## src/rtl/agcm_pkg.sv

```systemverilog
// Shared types, constants and functions for the AES-128-GCM engine.
`default_nettype none
package agcm_pkg;

    localparam logic [1:0] CMD_START = 2'd0;
    localparam logic [1:0] CMD_AAD   = 2'd1;
    localparam logic [1:0] CMD_TEXT  = 2'd2;
    localparam logic [1:0] CMD_FIN   = 2'd3;

    localparam logic [1:0] ST_OK     = 2'd0;
    localparam logic [1:0] ST_NOKEY  = 2'd1;
    localparam logic [1:0] ST_ORDER  = 2'd2;

    localparam logic [1:0] PH_IDLE   = 2'd0;
    localparam logic [1:0] PH_AAD    = 2'd1;
    localparam logic [1:0] PH_TEXT   = 2'd2;

    localparam logic [2:0] REG_KEY_HI   = 3'd0;
    localparam logic [2:0] REG_KEY_LO   = 3'd1;
    localparam logic [2:0] REG_NONCE_HI = 3'd2;
    localparam logic [2:0] REG_NONCE_LO = 3'd3;
    localparam logic [2:0] REG_DECRYPT  = 3'd4;

    localparam logic [35:0] AAD_MAX  = 36'hFFFFFFFFF;
    localparam logic [35:0] TEXT_MAX = 36'hFFFFFFFE0;

    // Datapath operations issued by the controller.
    typedef enum logic [2:0] {
        OP_NONE,
        OP_KEY_INIT,
        OP_AES_ZERO,
        OP_AES_J0,
        OP_AES_CTR,
        OP_GHASH_AAD,
        OP_GHASH_TEXT,
        OP_GHASH_LEN
    } op_t;

    typedef struct packed {
        op_t        op;
        logic       start;
    } dp_cmd_t;

    typedef struct packed {
        logic busy;
    } dp_sts_t;

    function automatic logic [7:0] sbox(input logic [7:0] x);
        logic [7:0] t [0:255];
        t = '{
        8'h63,8'h7c,8'h77,8'h7b,8'hf2,8'h6b,8'h6f,8'hc5,8'h30,8'h01,8'h67,8'h2b,8'hfe,8'hd7,8'hab,8'h76,
        8'hca,8'h82,8'hc9,8'h7d,8'hfa,8'h59,8'h47,8'hf0,8'had,8'hd4,8'ha2,8'haf,8'h9c,8'ha4,8'h72,8'hc0,
        8'hb7,8'hfd,8'h93,8'h26,8'h36,8'h3f,8'hf7,8'hcc,8'h34,8'ha5,8'he5,8'hf1,8'h71,8'hd8,8'h31,8'h15,
        8'h04,8'hc7,8'h23,8'hc3,8'h18,8'h96,8'h05,8'h9a,8'h07,8'h12,8'h80,8'he2,8'heb,8'h27,8'hb2,8'h75,
        8'h09,8'h83,8'h2c,8'h1a,8'h1b,8'h6e,8'h5a,8'ha0,8'h52,8'h3b,8'hd6,8'hb3,8'h29,8'he3,8'h2f,8'h84,
        8'h53,8'hd1,8'h00,8'hed,8'h20,8'hfc,8'hb1,8'h5b,8'h6a,8'hcb,8'hbe,8'h39,8'h4a,8'h4c,8'h58,8'hcf,
        8'hd0,8'hef,8'haa,8'hfb,8'h43,8'h4d,8'h33,8'h85,8'h45,8'hf9,8'h02,8'h7f,8'h50,8'h3c,8'h9f,8'ha8,
        8'h51,8'ha3,8'h40,8'h8f,8'h92,8'h9d,8'h38,8'hf5,8'hbc,8'hb6,8'hda,8'h21,8'h10,8'hff,8'hf3,8'hd2,
        8'hcd,8'h0c,8'h13,8'hec,8'h5f,8'h97,8'h44,8'h17,8'hc4,8'ha7,8'h7e,8'h3d,8'h64,8'h5d,8'h19,8'h73,
        8'h60,8'h81,8'h4f,8'hdc,8'h22,8'h2a,8'h90,8'h88,8'h46,8'hee,8'hb8,8'h14,8'hde,8'h5e,8'h0b,8'hdb,
        8'he0,8'h32,8'h3a,8'h0a,8'h49,8'h06,8'h24,8'h5c,8'hc2,8'hd3,8'hac,8'h62,8'h91,8'h95,8'he4,8'h79,
        8'he7,8'hc8,8'h37,8'h6d,8'h8d,8'hd5,8'h4e,8'ha9,8'h6c,8'h56,8'hf4,8'hea,8'h65,8'h7a,8'hae,8'h08,
        8'hba,8'h78,8'h25,8'h2e,8'h1c,8'ha6,8'hb4,8'hc6,8'he8,8'hdd,8'h74,8'h1f,8'h4b,8'hbd,8'h8b,8'h8a,
        8'h70,8'h3e,8'hb5,8'h66,8'h48,8'h03,8'hf6,8'h0e,8'h61,8'h35,8'h57,8'hb9,8'h86,8'hc1,8'h1d,8'h9e,
        8'he1,8'hf8,8'h98,8'h11,8'h69,8'hd9,8'h8e,8'h94,8'h9b,8'h1e,8'h87,8'he9,8'hce,8'h55,8'h28,8'hdf,
        8'h8c,8'ha1,8'h89,8'h0d,8'hbf,8'he6,8'h42,8'h68,8'h41,8'h99,8'h2d,8'h0f,8'hb0,8'h54,8'hbb,8'h16};
        return t[x];
    endfunction

    function automatic logic [7:0] xtime(input logic [7:0] x);
        return {x[6:0], 1'b0} ^ (x[7] ? 8'h1b : 8'h00);
    endfunction

    // Byte 0 sits in bits 127:120.
    function automatic logic [127:0] lead_mask(input logic [4:0] n);
        logic [127:0] m;
        m = '0;
        for (int i = 0; i < 16; i++) begin
            if (5'(i) < n) begin
                m[127 - 8*i -: 8] = 8'hff;
            end
        end
        return m;
    endfunction

    function automatic logic [127:0] aes_round(input logic [127:0] s, input logic last);
        logic [7:0] t [16];
        logic [7:0] u [16];
        logic [7:0] a, b, d, e;
        logic [127:0] r;
        for (int i = 0; i < 16; i++) begin
            t[i] = sbox(s[127 - 8*i -: 8]);
        end
        for (int c = 0; c < 4; c++) begin
            for (int j = 0; j < 4; j++) begin
                u[4*c + j] = t[4*((c + j) % 4) + j];
            end
        end
        for (int c = 0; c < 4; c++) begin
            a = u[4*c]; b = u[4*c+1]; d = u[4*c+2]; e = u[4*c+3];
            if (!last) begin
                u[4*c]   = xtime(a) ^ xtime(b) ^ b ^ d ^ e;
                u[4*c+1] = a ^ xtime(b) ^ xtime(d) ^ d ^ e;
                u[4*c+2] = a ^ b ^ xtime(d) ^ xtime(e) ^ e;
                u[4*c+3] = xtime(a) ^ a ^ b ^ d ^ xtime(e);
            end
        end
        for (int i = 0; i < 16; i++) begin
            r[127 - 8*i -: 8] = u[i];
        end
        return r;
    endfunction

    function automatic logic [127:0] key_step(input logic [127:0] p, input logic [7:0] rc);
        logic [31:0] t;
        logic [127:0] c;
        t = {sbox(p[23:16]) ^ rc, sbox(p[15:8]), sbox(p[7:0]), sbox(p[31:24])};
        c[127:96] = p[127:96] ^ t;
        c[95:64]  = p[95:64] ^ c[127:96];
        c[63:32]  = p[63:32] ^ c[95:64];
        c[31:0]   = p[31:0] ^ c[63:32];
        return c;
    endfunction

    function automatic logic [7:0] rcon(input logic [3:0] r);
        logic [7:0] v;
        case (r)
            4'd1: v = 8'h01;
            4'd2: v = 8'h02;
            4'd3: v = 8'h04;
            4'd4: v = 8'h08;
            4'd5: v = 8'h10;
            4'd6: v = 8'h20;
            4'd7: v = 8'h40;
            4'd8: v = 8'h80;
            4'd9: v = 8'h1b;
            4'd10: v = 8'h36;
            default: v = 8'h00;
        endcase
        return v;
    endfunction

endpackage
`default_nettype wire

```

## src/rtl/agcm_ctrl.sv

```systemverilog
// Controller: command decode, sequencing of datapath operations and message bookkeeping.
`default_nettype none
module agcm_ctrl
    import agcm_pkg::*;
#(
    parameter int TAG_BYTES = 16
) (
    input  wire logic          aclk,
    input  wire logic          aresetn,
    input  wire logic          in_fire,
    input  wire logic [1:0]    command,
    input  wire logic [127:0]  blk,
    input  wire logic [4:0]    nbytes,
    input  wire logic          key_loaded,
    input  wire logic          decrypt,
    input  wire logic [95:0]   nonce_cfg,
    output logic               in_ready,
    output dp_cmd_t            dcmd,
    input  wire dp_sts_t       dsts,
    output logic [95:0]        nonce,
    output logic [35:0]        aad_len,
    output logic [35:0]        text_len,
    output logic [31:0]        ctr,
    output logic [127:0]       blk_hold,
    output logic [4:0]         nb_hold,
    input  wire logic [127:0]  text_out,
    input  wire logic [127:0]  ghash_out,
    input  wire logic [127:0]  mask_out,
    output logic               res_valid,
    input  wire logic          res_ready,
    output logic [127:0]       res_data,
    output logic [4:0]         res_bytes,
    output logic               res_tag,
    output logic               res_match,
    output logic [1:0]         res_status
);

    typedef enum logic [3:0] {
        S_IDLE, S_KEY, S_HZERO, S_J0, S_CTR, S_GH_TEXT, S_GH_AAD, S_GH_LEN,
        S_WAIT, S_OUT
    } state_t;

    localparam logic [127:0] TAG_MASK = lead_mask(5'(TAG_BYTES));

    state_t state_reg;
    logic [1:0]  phase_reg;
    logic        partial_reg;
    logic        issued_reg;
    state_t      after_reg;

    assign in_ready = (state_reg == S_IDLE) && !res_valid;

    always_ff @(posedge aclk) begin
        if (!aresetn) begin
            state_reg <= S_IDLE; phase_reg <= PH_IDLE; partial_reg <= 1'b0;
            res_valid <= 1'b0; issued_reg <= 1'b0; after_reg <= S_IDLE;
            dcmd <= '{op: OP_NONE, start: 1'b0};
            nonce <= '0; aad_len <= '0; text_len <= '0; ctr <= '0;
        end else begin
            if (dcmd.start) begin
                dcmd.start <= 1'b0;
            end
            if (res_valid && res_ready) begin
                res_valid <= 1'b0;
            end
            case (state_reg)
                S_IDLE: begin
                    if (in_fire) begin
                        blk_hold <= blk; nb_hold <= nbytes;
                        res_data <= '0; res_bytes <= '0; res_tag <= 1'b0;
                        res_match <= 1'b0;
                        if (command == CMD_START) begin
                            if (!key_loaded) begin
                                res_status <= ST_NOKEY; res_valid <= 1'b1;
                            end else begin
                                res_status <= ST_OK;
                                nonce <= nonce_cfg;
                                dcmd <= '{op: OP_KEY_INIT, start: 1'b1};
                                state_reg <= S_KEY;
                            end
                        end else if (phase_reg == PH_IDLE) begin
                            res_status <= key_loaded ? ST_ORDER : ST_NOKEY;
                            res_valid <= 1'b1;
                        end else if (command == CMD_AAD) begin
                            if (phase_reg != PH_AAD || partial_reg || nbytes == 5'd0
                                || nbytes > 5'd16
                                || ({1'b0, aad_len} + 37'(nbytes)) > {1'b0, AAD_MAX}) begin
                                res_status <= ST_ORDER; res_valid <= 1'b1;
                            end else begin
                                res_status <= ST_OK;
                                aad_len <= aad_len + 36'(nbytes);
                                partial_reg <= nbytes < 5'd16;
                                dcmd <= '{op: OP_GHASH_AAD, start: 1'b1};
                                state_reg <= S_WAIT; after_reg <= S_IDLE;
                            end
                        end else if (command == CMD_TEXT) begin
                            if ((phase_reg == PH_TEXT && partial_reg) || nbytes == 5'd0
                                || nbytes > 5'd16
                                || ({1'b0, text_len} + 37'(nbytes)) > {1'b0, TEXT_MAX}) begin
                                res_status <= ST_ORDER; res_valid <= 1'b1;
                            end else begin
                                res_status <= ST_OK;
                                phase_reg <= PH_TEXT;
                                partial_reg <= nbytes < 5'd16;
                                text_len <= text_len + 36'(nbytes);
                                ctr <= ctr + 32'd1;
                                state_reg <= S_CTR; issued_reg <= 1'b0;
                            end
                        end else begin
                            res_status <= ST_OK;
                            dcmd <= '{op: OP_GHASH_LEN, start: 1'b1};
                            state_reg <= S_GH_LEN;
                        end
                    end
                end
                S_KEY: begin
                    if (!dcmd.start && !dsts.busy) begin
                        dcmd <= '{op: OP_AES_ZERO, start: 1'b1};
                        state_reg <= S_HZERO;
                    end
                end
                S_HZERO: begin
                    if (!dcmd.start && !dsts.busy) begin
                        dcmd <= '{op: OP_AES_J0, start: 1'b1};
                        state_reg <= S_WAIT; after_reg <= S_IDLE;
                        aad_len <= '0; text_len <= '0; ctr <= 32'd1;
                        partial_reg <= 1'b0; phase_reg <= PH_AAD;
                    end
                end
                S_CTR: begin
                    if (!issued_reg) begin
                        issued_reg <= 1'b1;
                        dcmd <= '{op: OP_AES_CTR, start: 1'b1};
                    end else if (!dcmd.start && !dsts.busy) begin
                        dcmd <= '{op: OP_GHASH_TEXT, start: 1'b1};
                        state_reg <= S_GH_TEXT;
                    end
                end
                S_GH_TEXT: begin
                    if (!dcmd.start && !dsts.busy) begin
                        res_data <= text_out; res_bytes <= nb_hold;
                        res_valid <= 1'b1; state_reg <= S_IDLE;
                    end
                end
                S_GH_LEN: begin
                    if (!dcmd.start && !dsts.busy) begin
                        res_data <= (mask_out ^ ghash_out) & TAG_MASK;
                        res_bytes <= 5'(TAG_BYTES); res_tag <= 1'b1;
                        res_match <= decrypt &&
                            ((blk_hold & TAG_MASK) == ((mask_out ^ ghash_out) & TAG_MASK));
                        res_valid <= 1'b1; phase_reg <= PH_IDLE; partial_reg <= 1'b0;
                        state_reg <= S_IDLE;
                    end
                end
                S_WAIT: begin
                    if (!dcmd.start && !dsts.busy) begin
                        state_reg <= after_reg;
                    end
                end
                default: state_reg <= S_IDLE;
            endcase
        end
    end

    assert property (@(posedge aclk) disable iff (!aresetn)
        (res_valid && !res_ready) |=> res_valid)
        else $error("Result dropped while stalled.");
    assert property (@(posedge aclk) disable iff (!aresetn)
        in_fire |-> state_reg == S_IDLE)
        else $error("Item accepted while busy.");
    assert property (@(posedge aclk) disable iff (!aresetn)
        dcmd.start |=> !dcmd.start)
        else $error("Datapath start held for two cycles.");

endmodule
`default_nettype wire

```

## config.mk

```make
export PLATFORM = sky130hd
export DESIGN_NAME = agcm_ctrl
export DESIGN_NICKNAME = d
export VERILOG_FILES = /design/src/rtl/agcm_pkg.sv /design/src/rtl/agcm_ctrl.sv
export SDC_FILE = /design/constraint.sdc
export NUM_CORES = 1
export LEC_CHECK = 0
export CAP_MARGIN = 20
export CORE_AREA = 2 2 433 435
export CTS_CLUSTER_SIZE = 12
export DETAILED_ROUTE_END_ITERATION = 16
export DIE_AREA = 0 0 435 437
export DONT_BUFFER_PORTS = 1
export PLACE_DENSITY = 0.36
export RECOVER_POWER = 100
export SYNTH_ARGS = -nofsm -noshare
export SYNTH_HDL_FRONTEND = slang
export SYNTH_SLANG_ARGS = --single-unit
```

## constraint.sdc

```tcl
create_clock -name aclk -period 9.5 [get_ports aclk]
set_input_delay 0.475 -clock aclk [delete_from_list [all_inputs] [get_ports aclk]]
set_output_delay 0.475 -clock aclk [all_outputs]
set_load 0.02 [all_outputs]
```

==> results.yml <==
setup_path:
  critPathArrivalTime_ns: 6.10
  start_kind: "flip-flop"
  r2r-start: "state_reg[1]$_SDFFE_PN0P_"
  rr_endpoint: "blk_hold[79]$_DFFE_PP_"
  r2r_slack_ns: 2.89
  slowest_stage: "clkbuf_2"
  reg2reg_depth: 6
  endpoint_kind: "flip-flop"
  worstSetupPathType: "reg2reg"
  crit_chain: "buf_4, nor4_1, clkbuf_1, nand2_1, nor2_1, clkbuf_2"
  worst_ep_required_time_ns: 8.99
  slowest_delay_ns: 1.97
  worstPathMaxFanout: 133
yosys:
  yosys.area_share.simple_pct: 16.5
  ys_warn_count: 0
  synth.most_common_cell: "nand2_1"
  synth_enable_flop_cells: 270
  synth_commonest_cells: "nand2_1 (292), edfxtp_1 (270), nor2_1 (224), dfxtp_1 (213), xnor2_1 (193)"
  synthArstFlopShare_pct: 0
  syn_area_per_cell_um2: 10.2
  synth_top_area_share_pct: 36.4
  synth_top_family_by_area: "simple AND/OR/NAND/NOR gates"
  synth_area_um2: 22300
  yosys.area_share.xor_xnor_pct: 8.81
  synth.area.top_cells: "edfxtp_1 (36%), dfxtp_1 (19%), xnor2_1 (7.6%)"
  yosys_register_bits: 483
  yosysSeqAreaShare_pct: 55.6
  syn_nets: 2822
  syn_inst: 2181
  synth-adder-area-share_pct: 1.14
  synth_compound_area_share_pct: 14.9
  post-synth-top-area-cell: "edfxtp_1"
  synth_mux_area_share_pct: 0.410
  ys.flop_type: "edfxtp_1"
  synth_cell_types: 72
global_route:
  grt_max_degree: 134
  antenna_found_initial: 27
  grt_pass1_wl_mm: 179
  gr-usage-all-layers_pct: 13.9
  grt_pass1_vias: 18865
  overflow: 0
cells_and_area:
  multi_input_area_um2: 9320
  final_nets: 3075
  stdcell_count: 4971
  top_regs: "blk_hold (128), res_data (128), nonce (96)"
  area_growth_pct: 34.7
  regArea_um2: 12400
  fillCellCount: 20715
  drive_gt1_share_pct: 6.48
power_and_ir_drop:
  switchingPower_mw: 2.48
  p_comb_share_pct: 16.8
  total_power_mw: 6.90
  p_seq_share_pct: 45.1
  clkPwrFrac_pct: 38.2
  cellLeakagePower_nw: 9.16
  swShare_pct: 36.0
  p_int_mw: 4.41
  powerDensity_nw_per_um2: 230
  ir_worst_vdd_mv: 0.198
clock_tree:
  clockRootBuffer: "clkbuf_16"
  cts_resized: 0
  cts_buffers: 68
  path_clk_slew_ns: 0.06
  htreeDepth: 3
  clock-sinks: 483
  clockBufferDepth: 3
  clkLatencyLatePin_ns: 0.69
  post_cts_buffers: 0
  cts_tree: "yes"
  postCtsHoldBufs: 249
job:
  drv_cap: 11
place:
  place.gp.congestion: 0.891
  hpwl_mm: 110
  preCtsSetupSlack_ns: 3.98
  io_buffers: 0
  dp.cells: 4595
route:
  drc: 0
  vias_per_cell: 3.82
  drt_iter0_drc: 1231
  routedWlPerCell_um: 27.9
  ant_nets: 0
  dr.pass1.iters: 5
  num_vias: 18992
  routed_wl_mm: 139
worst_hold_path:
  worstHoldPathCells: 2
  hold_class: "in2reg"
  hold-path-endpoint: "nonce[91]$_SDFFE_PN0P_"
  hp-start: "nonce_cfg[91]"
floorplanning:
  die_h_um: 437
  io_pins: 1098
  coreArea_um2: 185000
  die_x_um: 435
  dieArea_um2: 190000
  start_util_pct: 12.0
  rows: 158
sta:
  whs_ns: 0.0732
  report.final.slew_viol_count: 539
  fmax_mhz: 151
  worst_slack_ns: 2.89
  rsz0062_at_grt: "false"
  setup-tns-final_ns: 0
  setup_viol: 0
  tightest_slew_ns: 4.38
  period_share_pct: 69.6
  hold_viol: 0
  slew_headroom_pct: -192
  skew_ns: 0.0380
  period_needed_ns: 6.61
status:
  violations: "max-capacitance violations, max-slew violations"
  status: "finished with violations"
==> worst max-delay path by stage <==
stage | from | end | slack (ns)
after global placement | ghash_out[120] | res_match$_SDFFCE_PN0P_ | 3.14
after global routing | state_reg[1]$_SDFFE_PN0P_ | ctr[19]$_SDFFE_PN0P_ | 2.17
final | state_reg[1]$_SDFFE_PN0P_ | blk_hold[79]$_DFFE_PP_ | 2.89
after floorplan | state_reg[0]$_SDFFE_PN0P_ | res_valid$_SDFF_PN0_ | 1.78
after CTS | state_reg[1]$_SDFFE_PN0P_ | res_match$_SDFFCE_PN0P_ | 4.12
after detailed placement | ghash_out[120] | res_match$_SDFFCE_PN0P_ | 3.98
==> worst max-delay path, delay by kind of cell (launching register included) <==
kind / cells / cell delay [ns]
buffers and inverters: 3 / 3.04
flip-flops: 1 / 1.38
AND/OR/NAND/NOR: 3 / 0.48
==> final cells by class <==
cell class	instances	share of cell area, %
sequential	483	41.3
multi-input combinational	1557	31.1
tap	2480	10.4
timing repair buffer	302	9.55
clock buffer	88	6.27
clock inverter	33	1.13
inverter	22	0.284
antenna	6	0.0501
==> metrics by stage <==
| step | util (%) | area [µm²] |
|---|---|---|
| 2_1_floorplan | - | 22300 |
| 5_1_grt | 16.2 | 30000 |
| 6_report | 16.2 | 30000 |
| 3_5_place_dp | 13.7 | 25300 |
| 3_3_place_gp | 13.7 | 25300 |
| 4_1_cts | 16.2 | 30100 |
==> cell families (layout without fill, tap and decap cells) <==
kind of cell	Yosys count	in the layout
compound gates	516	516
xor+xnor	224	224
fa+ha+maj	19	19
buf+inv	141	445
flops	483	483
mux	9	9
other cells	0	6
simple gates	789	789
==> routing by layer <==
| layer | up-vias | share of wire [%] | wire, µm | track usage (%) |
|---|---|---|---|---|
| li1 | 8513 | - | - | - |
| met1 | 9358 | 34 | 46900 | 13.8 |
| met2 | 925 | 55 | 76700 | 27.0 |
| met3 | 196 | 6.4 | 8900 | 3.76 |
| met4 | 0 | 4.5 | 6190 | 6.08 |
| met5 | - | 0 | 0 | 0 |
==> power by group through the flow <==
stage | registers (mW) | clock network, mW | logic (mW)
2_1_floorplan | 2.98 | 0 | 0.622
3_3_place_gp | 3.15 | 0 | 1.11
3_5_place_dp | 3.14 | 0 | 1.11
4_1_cts | 3.10 | 2.75 | 1.21
5_1_grt | 3.13 | 2.81 | 1.25
6_report | 3.11 | 2.63 | 1.16
==> cell usage in the layout (no fill, tap or decap), types with 6 or more instances in the layout <==
cell type and count:
o21a_1 6, o21ai_0 65, ha_1 17, inv_1 21, and4_1 7, clkinv_1 7
o22ai_1 9, nand3_1 52, dfxtp_1 213, mux2i_1 8, nand4_1 26, nor2b_1 6
edfxtp_1 270, buf_4 39, and2_1 8, a221oi_1 9, xnor2_1 190, nand2_1 292
o211ai_1 9, nor3b_1 6, nor2_1 222, o2111ai_1 6, dlygate4sd3_1 249, a211oi_1 135
nor4_1 25, clkbuf_1 24, nor3_1 26, clkbuf_16 71, diode_2 6, or3_1 33
a21oi_1 191, o31ai_1 36, and3_1 20, or4_1 40, xor2_1 31, clkinvlp_4 6
clkinv_2 8
Note: power is estimated with default switching activity, not from simulation.
